`src/rtl/core/ttyild_pkg.sv`:
```
// shared types, constants and helpers for the tty input line discipline
package ttyild_pkg;

    localparam int BUF_DEPTH_DEF = 256;

    localparam int IN_DATA_W  = 24;
    localparam int OUT_DATA_W = 40;
    localparam int CFG_IDX_W  = 3;
    localparam int ECHO_MAX   = 6;

    // mode register codes, the unused code behaves as cooked
    localparam logic [1:0] MODE_RAW    = 2'd0;
    localparam logic [1:0] MODE_CBREAK = 2'd1;
    localparam logic [1:0] MODE_COOKED = 2'd2;

    // option flag bit positions
    localparam int OPT_CRLF_MAP  = 0;
    localparam int OPT_FLOW      = 1;
    localparam int OPT_ECHO      = 2;
    localparam int OPT_KILL      = 3;
    localparam int OPT_ERASE     = 4;
    localparam int OPT_ECHO_CRLF = 5;
    localparam int OPT_VISUAL    = 6;
    localparam int OPT_BS_SP_BS  = 7;

    localparam logic [7:0] CH_BS  = 8'd8;
    localparam logic [7:0] CH_LF  = 8'd10;
    localparam logic [7:0] CH_CR  = 8'd13;
    localparam logic [7:0] CH_SP  = 8'd32;
    localparam logic [7:0] CH_UP  = 8'd94;
    localparam logic [7:0] CH_DEL = 8'o177;
    localparam logic [7:0] VIS_OFFSET = 8'o100;

    typedef enum logic [CFG_IDX_W-1:0] {
        CFG_INPUT_MODE   = 3'd0,
        CFG_OPTION_FLAGS = 3'd1,
        CFG_START_CHAR   = 3'd2,
        CFG_STOP_CHAR    = 3'd3,
        CFG_KILL_CHAR    = 3'd4,
        CFG_ERASE_CHAR   = 3'd5,
        CFG_FULL_CHAR    = 3'd6
    } t_cfg_idx;

    localparam logic [7:0] START_DEF = 8'd17;
    localparam logic [7:0] STOP_DEF  = 8'd19;
    localparam logic [7:0] KILL_DEF  = 8'd21;
    localparam logic [7:0] ERASE_DEF = 8'd8;
    localparam logic [7:0] FULL_DEF  = 8'd7;

    // what echo the emitter has to produce for one character
    typedef enum logic [2:0] {
        EK_NONE,
        EK_FULL,
        EK_CHAR,
        EK_CRLF,
        EK_ERASE
    } t_echo_kind;

    function automatic logic is_ctl(input logic [7:0] c);
        return (c < CH_SP) || (c == CH_DEL);
    endfunction

endpackage

```
`src/rtl/core/tty_input_line_discipline_unit.sv`:
```
// tty input line discipline: raw, cbreak and cooked input with echo generation
//
//  channel   | dir | handshake               | contents
//  ----------+-----+-------------------------+----------------------------------------
//  s_axis    | in  | tvalid/tready           | one received character per transaction
//  m_axis    | out | tvalid/tready, tlast    | one echo/store result per transaction
//  cfg       | in  | valid/ready (always 1)  | register index and write data
//
//  an accepted character is decided in its accept cycle: the buffer ram is written or
//  read there, a decode register holds it for the ram read data, then the result
//  register emits 1 to 6 results, one per cycle while m_axis tready is high, the count
//  set by the echo. a new character is taken while results of the previous ones are
//  still being delivered. synchronous active-low reset clears pointers, hold flag and
//  valid flags and loads the configuration defaults; the buffer ram is not cleared.
//  a stall on m_axis backs up into s_axis tready.
module tty_input_line_discipline_unit #(
    parameter int BUF_DEPTH = ttyild_pkg::BUF_DEPTH_DEF
) (
    input  logic                                  i_clk,
    input  logic                                  i_rst_n,
    // input stream
    input  logic                                  i_s_axis_tvalid,
    output logic                                  o_s_axis_tready,
    // [7:0] rx_char, [17:8] pending_count, [23:18] zero
    input  logic [ttyild_pkg::IN_DATA_W-1:0]      i_s_axis_tdata,
    // [0] rx_error
    input  logic [0:0]                            i_s_axis_tuser,
    // result stream
    output logic                                  o_m_axis_tvalid,
    input  logic                                  i_m_axis_tready,
    // [0] echo_valid, [8:1] echo_char, [9] store_valid, [17:10] store_index,
    // [25:18] store_char, [26] store_error, [35:27] release_count,
    // [36] output_held, [39:37] zero
    output logic [ttyild_pkg::OUT_DATA_W-1:0]     o_m_axis_tdata,
    output logic                                  o_m_axis_tlast,
    // configuration writes
    input  logic                                  i_cfg_valid,
    output logic                                  o_cfg_ready,
    input  logic [ttyild_pkg::CFG_IDX_W-1:0]      i_cfg_index,
    input  logic [7:0]                            i_cfg_data
);

    localparam int AW = $clog2(BUF_DEPTH);
    localparam int SW = $clog2(BUF_DEPTH + 512) + 1;
    localparam logic [AW-1:0] LAST_IDX = AW'(BUF_DEPTH - 1);

    // configuration registers
    logic [1:0] r_mode;
    logic [7:0] r_opt;
    logic [7:0] r_start_ch;
    logic [7:0] r_stop_ch;
    logic [7:0] r_kill_ch;
    logic [7:0] r_erase_ch;
    logic [7:0] r_full_ch;

    // line state
    logic [AW-1:0] r_wh;
    logic [AW-1:0] r_cur;
    logic          r_hold;
    logic [AW-1:0] n_wh;
    logic [AW-1:0] n_cur;
    logic          n_hold;

    // decode register
    logic                   r_s1_valid;
    ttyild_pkg::t_echo_kind r_s1_kind;
    logic [7:0]             r_s1_ech;
    logic                   r_s1_st_v;
    logic [7:0]             r_s1_st_idx;
    logic [7:0]             r_s1_st_ch;
    logic                   r_s1_st_err;
    logic [8:0]             r_s1_rel;
    logic                   r_s1_hold;

    // result register
    logic                   r_em_valid;
    logic [7:0]             r_em_echo [ttyild_pkg::ECHO_MAX];
    logic [2:0]             r_em_n;
    logic [2:0]             r_em_last_k;
    logic [2:0]             r_em_k;
    logic                   r_em_st_v;
    logic [7:0]             r_em_st_idx;
    logic [7:0]             r_em_st_ch;
    logic                   r_em_st_err;
    logic [8:0]             r_em_rel;
    logic                   r_em_hold;

    // accept-side decode
    logic                   acc;
    logic [7:0]             in_ch;
    logic [7:0]             ch_eff;
    logic signed [9:0]      pend;
    logic signed [SW-1:0]   pend_x;
    logic [SW-1:0]          ct;
    logic                   full_raw;
    logic                   line_full;
    logic [AW-1:0]          wh_inc;
    logic [AW-1:0]          wh_dec;
    logic [AW-1:0]          wh_kill;
    ttyild_pkg::t_echo_kind s_kind;
    logic [7:0]             s_ech;
    logic                   s_st_v;
    logic [8:0]             s_rel;
    logic                   rd_need;
    logic [8:0]             ram_rdata;

    // emitter load
    logic                   em_done;
    logic                   em_free;
    logic                   em_load;
    logic [7:0]             b_echo [ttyild_pkg::ECHO_MAX];
    logic [2:0]             b_n;
    logic                   mem_ctl;
    logic                   em_fin;
    logic                   em_echo_v;

    assign in_ch = i_s_axis_tdata[7:0];
    assign pend  = $signed(i_s_axis_tdata[17:8]);

    assign em_done = r_em_valid && i_m_axis_tready && (r_em_k == r_em_last_k);
    assign em_free = !r_em_valid || em_done;
    assign em_load = r_s1_valid && em_free;
    assign o_s_axis_tready = !r_s1_valid || em_free;
    assign acc = i_s_axis_tvalid && o_s_axis_tready;

    assign o_cfg_ready = 1'b1;

    // ring pointer arithmetic, depth need not be a power of two
    always_comb begin
        logic [AW:0] wrap;
        wh_inc  = (r_wh == LAST_IDX) ? '0 : r_wh + AW'(1);
        wh_dec  = (r_wh == '0) ? LAST_IDX : r_wh - AW'(1);
        wrap    = {1'b0, r_wh} + (AW+1)'(BUF_DEPTH) - {1'b0, r_cur};
        wh_kill = (r_wh >= r_cur) ? (r_wh - r_cur) : wrap[AW-1:0];
    end

    always_comb begin
        pend_x    = SW'(pend);
        ct        = pend_x[SW-1] ? '0 : SW'(pend_x);
        full_raw  = pend_x >= $signed(SW'(BUF_DEPTH));
        line_full = (ct + SW'(r_cur)) >= SW'(BUF_DEPTH - 1);
    end

    always_comb begin
        ch_eff = in_ch;
        if (r_mode != ttyild_pkg::MODE_RAW && in_ch == ttyild_pkg::CH_CR &&
            r_opt[ttyild_pkg::OPT_CRLF_MAP]) begin
            ch_eff = ttyild_pkg::CH_LF;
        end
    end

    always_comb begin
        n_wh    = r_wh;
        n_cur   = r_cur;
        n_hold  = r_hold;
        s_kind  = ttyild_pkg::EK_NONE;
        s_ech   = ch_eff;
        s_st_v  = 1'b0;
        s_rel   = '0;
        rd_need = 1'b0;
        if (r_mode == ttyild_pkg::MODE_RAW) begin
            if (!full_raw) begin
                s_st_v = 1'b1;
                s_rel  = 9'd1;
            end
        end else if (r_opt[ttyild_pkg::OPT_FLOW] && ch_eff == r_start_ch) begin
            n_hold = 1'b0;
        end else if (r_opt[ttyild_pkg::OPT_FLOW] && ch_eff == r_stop_ch) begin
            n_hold = 1'b1;
        end else begin
            n_hold = 1'b0;
            if (r_mode == ttyild_pkg::MODE_CBREAK) begin
                if (full_raw) begin
                    s_kind = ttyild_pkg::EK_FULL;
                    s_ech  = r_full_ch;
                end else begin
                    s_st_v = 1'b1;
                    s_rel  = 9'd1;
                    if (r_opt[ttyild_pkg::OPT_ECHO]) begin
                        s_kind = ttyild_pkg::EK_CHAR;
                    end
                end
            end else if (ch_eff == r_kill_ch && r_opt[ttyild_pkg::OPT_KILL]) begin
                n_wh   = wh_kill;
                n_cur  = '0;
                s_kind = ttyild_pkg::EK_CRLF;
            end else if (ch_eff == r_erase_ch && r_opt[ttyild_pkg::OPT_ERASE]) begin
                if (r_cur != '0) begin
                    n_cur   = r_cur - AW'(1);
                    n_wh    = wh_dec;
                    rd_need = 1'b1;
                    if (r_opt[ttyild_pkg::OPT_ECHO]) begin
                        s_kind = ttyild_pkg::EK_ERASE;
                    end
                end
            end else if (ch_eff == ttyild_pkg::CH_LF || ch_eff == ttyild_pkg::CH_CR) begin
                if (r_opt[ttyild_pkg::OPT_ECHO]) begin
                    s_kind = ttyild_pkg::EK_CHAR;
                end
                s_st_v = 1'b1;
                s_rel  = 9'({1'b0, r_cur} + (AW+1)'(1));
                n_cur  = '0;
            end else if (line_full) begin
                s_kind = ttyild_pkg::EK_FULL;
                s_ech  = r_full_ch;
            end else begin
                if (r_opt[ttyild_pkg::OPT_ECHO]) begin
                    s_kind = ttyild_pkg::EK_CHAR;
                end
                n_cur  = r_cur + AW'(1);
                s_st_v = 1'b1;
            end
        end
        // a store never coincides with kill or erase
        if (s_st_v) begin
            n_wh = wh_inc;
        end
    end

    // erase reads the entry it steps back over, after the previous write has landed
    ttyild_ram #(
        .WIDTH (9),
        .DEPTH (BUF_DEPTH)
    ) u_buf (
        .i_clk   (i_clk),
        .i_we    (acc && s_st_v),
        .i_waddr (r_wh),
        .i_wdata ({i_s_axis_tuser[0], ch_eff}),
        .i_re    (acc && rd_need),
        .i_raddr (wh_dec),
        .o_rdata (ram_rdata)
    );

    always_ff @(posedge i_clk) begin
        if (!i_rst_n) begin
            r_mode     <= ttyild_pkg::MODE_COOKED;
            r_opt      <= '0;
            r_start_ch <= ttyild_pkg::START_DEF;
            r_stop_ch  <= ttyild_pkg::STOP_DEF;
            r_kill_ch  <= ttyild_pkg::KILL_DEF;
            r_erase_ch <= ttyild_pkg::ERASE_DEF;
            r_full_ch  <= ttyild_pkg::FULL_DEF;
        end else if (i_cfg_valid) begin
            unique case (ttyild_pkg::t_cfg_idx'(i_cfg_index))
                ttyild_pkg::CFG_INPUT_MODE:   r_mode     <= i_cfg_data[1:0];
                ttyild_pkg::CFG_OPTION_FLAGS: r_opt      <= i_cfg_data;
                ttyild_pkg::CFG_START_CHAR:   r_start_ch <= i_cfg_data;
                ttyild_pkg::CFG_STOP_CHAR:    r_stop_ch  <= i_cfg_data;
                ttyild_pkg::CFG_KILL_CHAR:    r_kill_ch  <= i_cfg_data;
                ttyild_pkg::CFG_ERASE_CHAR:   r_erase_ch <= i_cfg_data;
                ttyild_pkg::CFG_FULL_CHAR:    r_full_ch  <= i_cfg_data;
                default: ;
            endcase
        end
    end

    always_ff @(posedge i_clk) begin
        if (!i_rst_n) begin
            r_wh       <= '0;
            r_cur      <= '0;
            r_hold     <= 1'b0;
            r_s1_valid <= 1'b0;
        end else begin
            if (acc) begin
                r_wh   <= n_wh;
                r_cur  <= n_cur;
                r_hold <= n_hold;
            end
            if (acc) begin
                r_s1_valid <= 1'b1;
            end else if (em_load) begin
                r_s1_valid <= 1'b0;
            end
        end
    end

    always_ff @(posedge i_clk) begin
        if (acc) begin
            r_s1_kind   <= s_kind;
            r_s1_ech    <= s_ech;
            r_s1_st_v   <= s_st_v;
            r_s1_st_idx <= 8'(r_wh);
            r_s1_st_ch  <= ch_eff;
            r_s1_st_err <= i_s_axis_tuser[0];
            r_s1_rel    <= s_rel;
            r_s1_hold   <= n_hold;
        end
    end

    assign mem_ctl = ttyild_pkg::is_ctl(ram_rdata[7:0]);

    // expand the echo of one character into up to six result characters
    always_comb begin
        for (int i = 0; i < ttyild_pkg::ECHO_MAX; i++) begin
            b_echo[i] = ttyild_pkg::CH_BS;
        end
        b_n = 3'd0;
        unique case (r_s1_kind)
            ttyild_pkg::EK_NONE: ;
            ttyild_pkg::EK_FULL: begin
                b_echo[0] = r_s1_ech;
                b_n       = 3'd1;
            end
            ttyild_pkg::EK_CRLF: begin
                b_echo[0] = ttyild_pkg::CH_CR;
                b_echo[1] = ttyild_pkg::CH_LF;
                b_n       = 3'd2;
            end
            ttyild_pkg::EK_CHAR: begin
                if ((r_s1_ech == ttyild_pkg::CH_LF || r_s1_ech == ttyild_pkg::CH_CR) &&
                    r_opt[ttyild_pkg::OPT_ECHO_CRLF]) begin
                    b_echo[0] = ttyild_pkg::CH_CR;
                    b_echo[1] = ttyild_pkg::CH_LF;
                    b_n       = 3'd2;
                end else if (ttyild_pkg::is_ctl(r_s1_ech) && r_opt[ttyild_pkg::OPT_VISUAL]) begin
                    b_echo[0] = ttyild_pkg::CH_UP;
                    b_echo[1] = r_s1_ech + ttyild_pkg::VIS_OFFSET;
                    b_n       = 3'd2;
                end else begin
                    b_echo[0] = r_s1_ech;
                    b_n       = 3'd1;
                end
            end
            ttyild_pkg::EK_ERASE: begin
                // a visually echoed control char takes two backspaces
                if (r_opt[ttyild_pkg::OPT_BS_SP_BS]) begin
                    b_echo[1] = ttyild_pkg::CH_SP;
                    b_echo[4] = ttyild_pkg::CH_SP;
                    b_n = (mem_ctl && r_opt[ttyild_pkg::OPT_VISUAL]) ? 3'd6 : 3'd3;
                end else begin
                    b_n = (mem_ctl && r_opt[ttyild_pkg::OPT_VISUAL]) ? 3'd2 : 3'd1;
                end
            end
            default: ;
        endcase
    end

    always_ff @(posedge i_clk) begin
        if (!i_rst_n) begin
            r_em_valid <= 1'b0;
            r_em_k     <= '0;
        end else if (em_load) begin
            r_em_valid <= 1'b1;
            r_em_k     <= '0;
        end else if (em_done) begin
            r_em_valid <= 1'b0;
        end else if (r_em_valid && i_m_axis_tready) begin
            r_em_k <= r_em_k + 3'd1;
        end
    end

    always_ff @(posedge i_clk) begin
        if (em_load) begin
            r_em_echo   <= b_echo;
            r_em_n      <= b_n;
            r_em_last_k <= (b_n == 3'd0) ? 3'd0 : b_n - 3'd1;
            r_em_st_v   <= r_s1_st_v;
            r_em_st_idx <= r_s1_st_idx;
            r_em_st_ch  <= r_s1_st_ch;
            r_em_st_err <= r_s1_st_err;
            r_em_rel    <= r_s1_rel;
            r_em_hold   <= r_s1_hold;
        end
    end

    assign em_fin    = (r_em_k == r_em_last_k);
    assign em_echo_v = (r_em_k < r_em_n);

    assign o_m_axis_tvalid = r_em_valid;
    assign o_m_axis_tlast  = em_fin;
    assign o_m_axis_tdata  = {
        3'b000,
        r_em_hold,
        em_fin ? r_em_rel : 9'd0,
        em_fin & r_em_st_v & r_em_st_err,
        (em_fin && r_em_st_v) ? r_em_st_ch : 8'd0,
        (em_fin && r_em_st_v) ? r_em_st_idx : 8'd0,
        em_fin & r_em_st_v,
        em_echo_v ? r_em_echo[r_em_k] : 8'd0,
        em_echo_v
    };

endmodule

```
`src/rtl/core/ttyild_ram.sv`:
```
// generic single write port ram with registered read
module ttyild_ram #(
    parameter int WIDTH = 9,
    parameter int DEPTH = ttyild_pkg::BUF_DEPTH_DEF
) (
    input  logic                     i_clk,
    input  logic                     i_we,
    input  logic [$clog2(DEPTH)-1:0] i_waddr,
    input  logic [WIDTH-1:0]         i_wdata,
    input  logic                     i_re,
    input  logic [$clog2(DEPTH)-1:0] i_raddr,
    output logic [WIDTH-1:0]         o_rdata
);

    logic [WIDTH-1:0] r_mem [DEPTH];
    logic [WIDTH-1:0] r_rdata;

    always_ff @(posedge i_clk) begin
        if (i_we) begin
            r_mem[i_waddr] <= i_wdata;
        end
        if (i_re) begin
            r_rdata <= r_mem[i_raddr];
        end
    end

    assign o_rdata = r_rdata;

endmodule

```
`config.mk`:
```
export PLATFORM = sky130hd
export DESIGN_NAME = tty_input_line_discipline_unit
export DESIGN_NICKNAME = d
export VERILOG_FILES = /design/src/rtl/core/ttyild_pkg.sv /design/src/rtl/core/tty_input_line_discipline_unit.sv /design/src/rtl/core/ttyild_ram.sv
export SDC_FILE = /design/constraint.sdc
export NUM_CORES = 2
export LEC_CHECK = 0
export BUFFER_PORTS_ARGS = -buffer_cell sky130_fd_sc_hd__buf_2
export CORE_MARGIN = 2
export CORE_UTILIZATION = 50
export CTS_BUF_LIST = sky130_fd_sc_hd__clkbuf_8
export DETAILED_ROUTE_END_ITERATION = 8
export HOLD_SLACK_MARGIN = 0.06
export PLACE_DENSITY = 0.72
export SKIP_CTS_REPAIR_TIMING = 1
export SYNTH_ARGS = -nofsm -noshare
export SYNTH_HDL_FRONTEND = slang
export SYNTH_HIERARCHICAL = 1
export SYNTH_SLANG_ARGS = --single-unit
export TNS_END_PERCENT = 5
```
`constraint.sdc`:
```
create_clock -name i_clk -period 20.4 [get_ports i_clk]
set_clock_uncertainty 0.15 [all_clocks]
set_input_delay 1.02 -clock i_clk [delete_from_list [all_inputs] [get_ports i_clk]]
set_output_delay 1.02 -clock i_clk [all_outputs]
set_load 0.005 [all_outputs]
```
# Word-level counts from Yosys, hierarchy flattened
# Memory sizes are Yosys's and may differ from the RTL's. A register that Yosys moved wholly into a read port is not among the register bits.
# Cells that the tools add are included.
[word_totals] ram_bits=2304 in_bits=41 memories=1 wordCells=225 register_bits=169 output_inout_bits=44
[op_classes] n_reduce_logical=46 n_lt_le_gt_ge=7 n_eq_ne=30 n_mux=88 bitwise=9 addsub=12
[memory_table] name="u_buf.r_mem" words=256 width=9 rd=1 rd_ports_with_merged_regs=1 wr=1 line="ttyild_ram.sv:15" source="logic [WIDTH-1:0] r_mem [DEPTH];"
[ops] cell="8-bit two-way mux" count=33
[ops] cell="9-bit two-way mux" count=9
[ops] cell="8-bit one-hot mux with 3 select lines" count=2
[ops] cell="8-bit by 4-bit == test with 1-bit output (second input constant)" count=5
[ops] cell="8-bit == test" count=4
[ops] cell="3-bit two-way mux" count=10
[ops] cell="1-bit two-way mux" count=26
[ops] cell="8-bit by 1-bit adder with 8-bit output (second input constant)" count=3
[ops] cell="8-bit binary-select mux with 3-bit select" count=1
[ops] cell="8-bit by 7-bit == test with 1-bit output (second input constant)" count=2
[ops] cell="1-bit logical AND" count=16
[ops] cell="8-bit by 6-bit less-than comparator with 1-bit output (second input constant)" count=2
[ops] cell="16-bit two-way mux" count=1
[ops] cell="2-bit AND reduction" count=8
[ops] cell="8-bit by 1-bit subtractor with 8-bit output (second input constant)" count=2
[ops] cell="8-bit subtractor" count=2
[ops] cell="7-bit AND reduction" count=2
[ops] cell="3-bit by 2-bit == test with 1-bit output (second input constant)" count=4
[ops] cell="3-bit == test (second input constant)" count=4
[ops] cell="3-bit one-hot mux with 4 select lines" count=1
[ops] cell="9-bit by 8-bit adder with 10-bit output" count=1
[ops] cell="10-bit >= comparator (second input constant)" count=1
[ops] cell="10-bit by 8-bit >= comparator with 1-bit output (second input constant)" count=1
[ops] cell="8-bit by 1-bit adder with 9-bit output (second input constant)" count=1
[ops] cell="28 further kinds" count=51

# Longest topological paths before layout
[logic_depth] depth_word=16 ltp_mapped=16 depth_no_buf=12

# Cells and area by module
# Netlist, hierarchy kept.
[modules_own_cells] module="ttyild_ram" instances=1 seq_area_each_um2=69456.6 area_each_um2=89368.2 cells_per_inst=4237
[modules_own_cells] module="tty_input_line_discipline_unit" instances=1 seq_area_each_um2=4174.0 area_each_um2=8904.8 cells_per_inst=960

# Worst setup path after synthesis
# No wires, ideal clock.
[synth_timing] path_type="in2reg" start="input i_s_axis_tdata[6] (netlist name)" end="memory u_buf.r_mem[234][0] (enable)" required_time_ns=19.876 cell_stages=14 setup_ns=0.374 arrival_time_ns=8.517 path_buffers=5 setup_slack_ns=11.359 path_cell_list="clkbuf_1 nor4_4 a41oi_2 xnor2_1 o211ai_2 nand2_1 o41ai_4 buf_2 and2_1 clkbuf_1 clkbuf_1 nand3_1 clkbuf_1 nor2_1"
[synth_via] elab_chain_cells=16 elab_cells_between_ends=25 cone_classes="7 x eq/ne; 10 x mux; 8 x reduce/logical"
[synth_rtl] item="start: declaration" line="tty_input_line_discipline_unit.sv:25" source="input logic [ttyild_pkg::IN_DATA_W-1:0] i_s_axis_tdata,"
[synth_rtl] item="8-bit by 4-bit == test with 1-bit output *" line="tty_input_line_discipline_unit.sv:146" source="if (r_mode != ttyild_pkg::MODE_RAW && in_ch == ttyild_pkg::CH_CR &&"
[synth_rtl] item="1-bit logical AND * (2 in a row)" line="tty_input_line_discipline_unit.sv:146"
[synth_rtl] item="8-bit two-way mux *" line="tty_input_line_discipline_unit.sv:146"
[synth_rtl] item="net ch_eff[0]" line="tty_input_line_discipline_unit.sv:91" source="logic [7:0] ch_eff;"
[synth_rtl] item="8-bit by 4-bit == test with 1-bit output" line="tty_input_line_discipline_unit.sv:196" source="end else if (ch_eff == ttyild_pkg::CH_LF || ch_eff == ttyild_pkg::CH_CR) begin"
[synth_rtl] item="1-bit logical OR" line="tty_input_line_discipline_unit.sv:196"
[synth_rtl] item="1-bit two-way mux" line="tty_input_line_discipline_unit.sv:196"
[synth_rtl] item="1-bit two-way mux" line="tty_input_line_discipline_unit.sv:187" source="end else if (ch_eff == r_erase_ch && r_opt[ttyild_pkg::OPT_ERASE]) begin"
[synth_rtl] item="1-bit two-way mux" line="tty_input_line_discipline_unit.sv:183" source="end else if (ch_eff == r_kill_ch && r_opt[ttyild_pkg::OPT_KILL]) begin"
[synth_rtl] item="1-bit two-way mux" line="tty_input_line_discipline_unit.sv:172" source="if (r_mode == ttyild_pkg::MODE_CBREAK) begin"
[synth_rtl] item="1-bit two-way mux" line="tty_input_line_discipline_unit.sv:168" source="end else if (r_opt[ttyild_pkg::OPT_FLOW] && ch_eff == r_stop_ch) begin"
[synth_rtl] item="1-bit two-way mux *" line="tty_input_line_discipline_unit.sv:166" source="end else if (r_opt[ttyild_pkg::OPT_FLOW] && ch_eff == r_start_ch) begin"
[synth_rtl] item="1-bit two-way mux *" line="tty_input_line_discipline_unit.sv:161" source="if (r_mode == ttyild_pkg::MODE_RAW) begin"
[synth_rtl] item="net s_st_v" line="tty_input_line_discipline_unit.sv:102" source="logic s_st_v;"
[synth_rtl] item="1-bit logical AND *" line="tty_input_line_discipline_unit.sv:226" source=".i_we (acc && s_st_v),"
[synth_rtl] item="1-bit two-way mux *" line="ttyild_ram.sv:19" source="if (i_we) begin"
[synth_rtl] item="1-bit two-way mux (not written as such) *" line="ttyild_ram.sv:20" source="r_mem[i_waddr] <= i_wdata;"
[synth_rtl] item="end: declaration" line="ttyild_ram.sv:15"
# Mark *: on every way through the listed nets, which the timed path passes. The rest lies on a longest branch.

# Worst setup path after layout
[layout_timing] start="register r_wh[4]" end="register u_buf.r_rdata[5], in the netlist u_buf/o_rdata[5], read port of u_buf.r_mem, data pin"
[layout_via] elab_chain_cells=2 elab_cells_between_ends=3 cone_classes="1 x add/sub; 1 x mux; 1 x reduce/logical"
[layout_rtl] item="start: declaration" line="tty_input_line_discipline_unit.sv:57" source="logic [AW-1:0] r_wh;"
[layout_rtl] item="start signal: assignment" line="tty_input_line_discipline_unit.sv:265" source="r_wh <= n_wh;"
[layout_rtl] item="8-bit zero test" line="tty_input_line_discipline_unit.sv:132" source="wh_dec = (r_wh == '0) ? LAST_IDX : r_wh - AW'(1);"
[layout_rtl] item="8-bit two-way mux" line="tty_input_line_discipline_unit.sv:132"
[layout_rtl] item="net wh_dec[0]" line="tty_input_line_discipline_unit.sv:98" source="logic [AW-1:0] wh_dec;"
[layout_rtl] item="end: declaration" line="ttyild_ram.sv:16" source="logic [WIDTH-1:0] r_rdata;"
# The timed path passes the listed nets, and every way through them passes these cells.
# A chain may end at the register's enable or synchronous reset.

==> metrics <==
Final period util 0.3815; Avg WL per Cell 27.19 um; Final Setup Violations 0; first-pass GRT wire length 302.4 mm; antenna violations before repair 7; cell leakage power 32.02 nW; Core Area 176300 sq um; total power 0.01006 W; CTS Buf Count 363; worst rel slew slack 0.1310; Initial Util 0.5032; setup TNS 0 ns; Buf/Inv on CP 4; Critical Path Start r_wh[4]; CP peak stage delay approximately 1.1 ns; overall routing resource usage 0.2265; chip height 425.2 um; GPL Wtd Cong ~0.86; critical-path cell list nor4_1, and2_1, nand3b_1, nand2_4, buf_12, buf_4, buf_4, buf_4, mux4_2, a22oi_1, a21oi_1, nor4_1, nor4_1; Final Hold Fails 0; fmax 0.1285 GHz; Final Util 0.5520; share of cells above drive strength 1 0.2039; placement row count 154; 1st-iter DRT viols roughly 5200; CP arrival 8.37 ns; Syn Area/Cell 18.49 sq um; HPWL after DPL 122.1 mm; Hold Path Cell Cnt 3; vias in the first global route 46400; Layout Area Growth over Synthesis 9.708%; WS Path Type flip-flop to flip-flop; Peak supply drop 0.00006682 V; Yosys warning total 6; min cycle time layout ~7.8 ns; TritonCTS clock tree built; reg-to-reg endpoint u_buf/o_rdata[5]; min-delay src i_s_axis_tvalid; Sequential Area 65910 sq um; Seq pwr share 0.501; H-tree depth 5; routed vias/inst just over 6; number of port buffers 74; largest net degree at the start of global routing 153; Detail Route Antenna Nets 0; fill count between 10000 and 15000; worst path required time 20.98 ns; IO Count 85; Mapped Cells 4798; Clk Tree Root Cell clkbuf_8; CP top delay family simple AND/OR/NAND/NOR gates; Design Area, Final 97320 sq um; Residual DRC 0; pwr dens about 100 nW/um^2; switching share of power 0.2714; drt pass-1 iters 5; area of the multi-input gates 20930 sq um; Detailed Route WL 206.5 mm; Reg2Reg Depth 13; Critical Path Stages 13; fin. max-slew vios 0; Area after DPL 91040 sq um; later-pin clock latency in the skew report a little over 1 ns; Max-cap violations 0; worst slew pin tran 1.292 ns; internal power 0.007332 W; status complete, no violations; Die W 425.2 um; final net count 5077; Synth Cell Area 88710 sq um; power share of the combinational group 0.159; slowest CP cell nor4_1; CTS sink cnt 2219; Critical Path Fanout Max 101; Hold Path Sink r_s1_valid; Worst Hold Class input pin to flip-flop; Hold Worst Slack 0.1361 ns; Worst Setup Start Kind flip-flop; Switch Pwr approximately 0.0027 W; RSZ-0062 raised after global routing no; Crit Reg-Reg Startpoint r_wh[4]; die area 180800 sq um; FF-to-FF setup slack 12.62 ns; clock transition at the registers of the reported paths 0.06 ns; Worst Setup End Kind flip-flop; vias 47140; Clk pwr share 0.340; total gr overflow 0; clk buf depth 4
==> cells in the final DEF (no fill, tap or decap), drive strengths merged, types with 7 or more instances in the layout <==
cell type,count
and3,35
a31oi,16
nor2b,45
edfxtp,2147
ha,28
o21ai,64
mux2i,171
inv,156
xnor2,35
nand3,65
a21oi,167
nand4,17
nor2,353
nand2,208
xor2,17
nor3,34
or2,10
o22ai,63
o31a,11
clkbuf,371
a211oi,26
o221ai,37
a22o,8
mux4,423
nor4,31
a21o,8
nor3b,7
dfxtp,72
clkinv,111
and2,24
buf,158
nand3b,10
diode,8
o32ai,9
bufinv,7
nand2b,26
a221oi,10
a22oi,154
mux2,23
==> worst max path at each step <==
stage                     slack (ns)                  end
after floorplan                11.40  u_buf/r_mem[234][0]
after detailed placement       12.37    u_buf/r_mem[7][2]
after global routing           11.97     u_buf/o_rdata[5]
final                          12.62     u_buf/o_rdata[5]
after global placement         12.42    u_buf/r_mem[7][6]
after CTS                      12.40     u_buf/o_rdata[5]
==> sequential cells by signal (all words and copies together) (netlist names), 9 cells and up <==
| name | flops |
|---|---|
| u_buf/r_mem | 2048 |
| r_s1_rel | 9 |
| r_em_echo | 18 |
| r_em_rel | 9 |
==> through the flow <==
step	worst slack, ns	std cells
2_1_floorplan	11.40	4800
3_3_place_gp	12.42	6980
3_5_place_dp	12.37	6980
4_1_cts	12.40	7586
5_1_grt	11.97	7590
6_report	12.62	7595
==> power groups by stage <==
stage / Sequential, W / Clock [W] / Combinational [W]
6_report: 0.00504 / 0.00342 / 0.00160
5_1_grt: 0.00504 / 0.00368 / 0.00167
4_1_cts: 0.00504 / 0.00349 / 0.00158
3_5_place_dp: 0.00514 / 0 / 0.00157
3_3_place_gp: 0.00513 / 0 / 0.00155
2_1_floorplan: 0.00515 / 0 / 0.00101
==> worst min-delay path, stage by stage <==
cell	delay, ns
buf_2	0.12
inv_1	0.05
a21oi_1	0.05
==> per-layer routing <==
layer  vias to the layer above  share of wire  track usage
li1                      19830              -            -
met1                     24300           0.38       0.3075
met2                      2528           0.48       0.3589
met3                       478          0.099      0.05280
met4                         4          0.035      0.08605
met5                         -       0.000092            0
==> layout make-up <==
type	instances	share of cell area
Sequential cell	2219	0.6773
Multi-Input combinational cell	2218	0.2151
Clock buffer	371	0.05247
Clock inverter	235	0.01175
Timing Repair Buffer	159	0.01129
Inverter	45	0.001890
Antenna cell	8	0.0002057
Tap cell	2340	0.03008
Note: power is estimated with default switching activity, not from simulation.
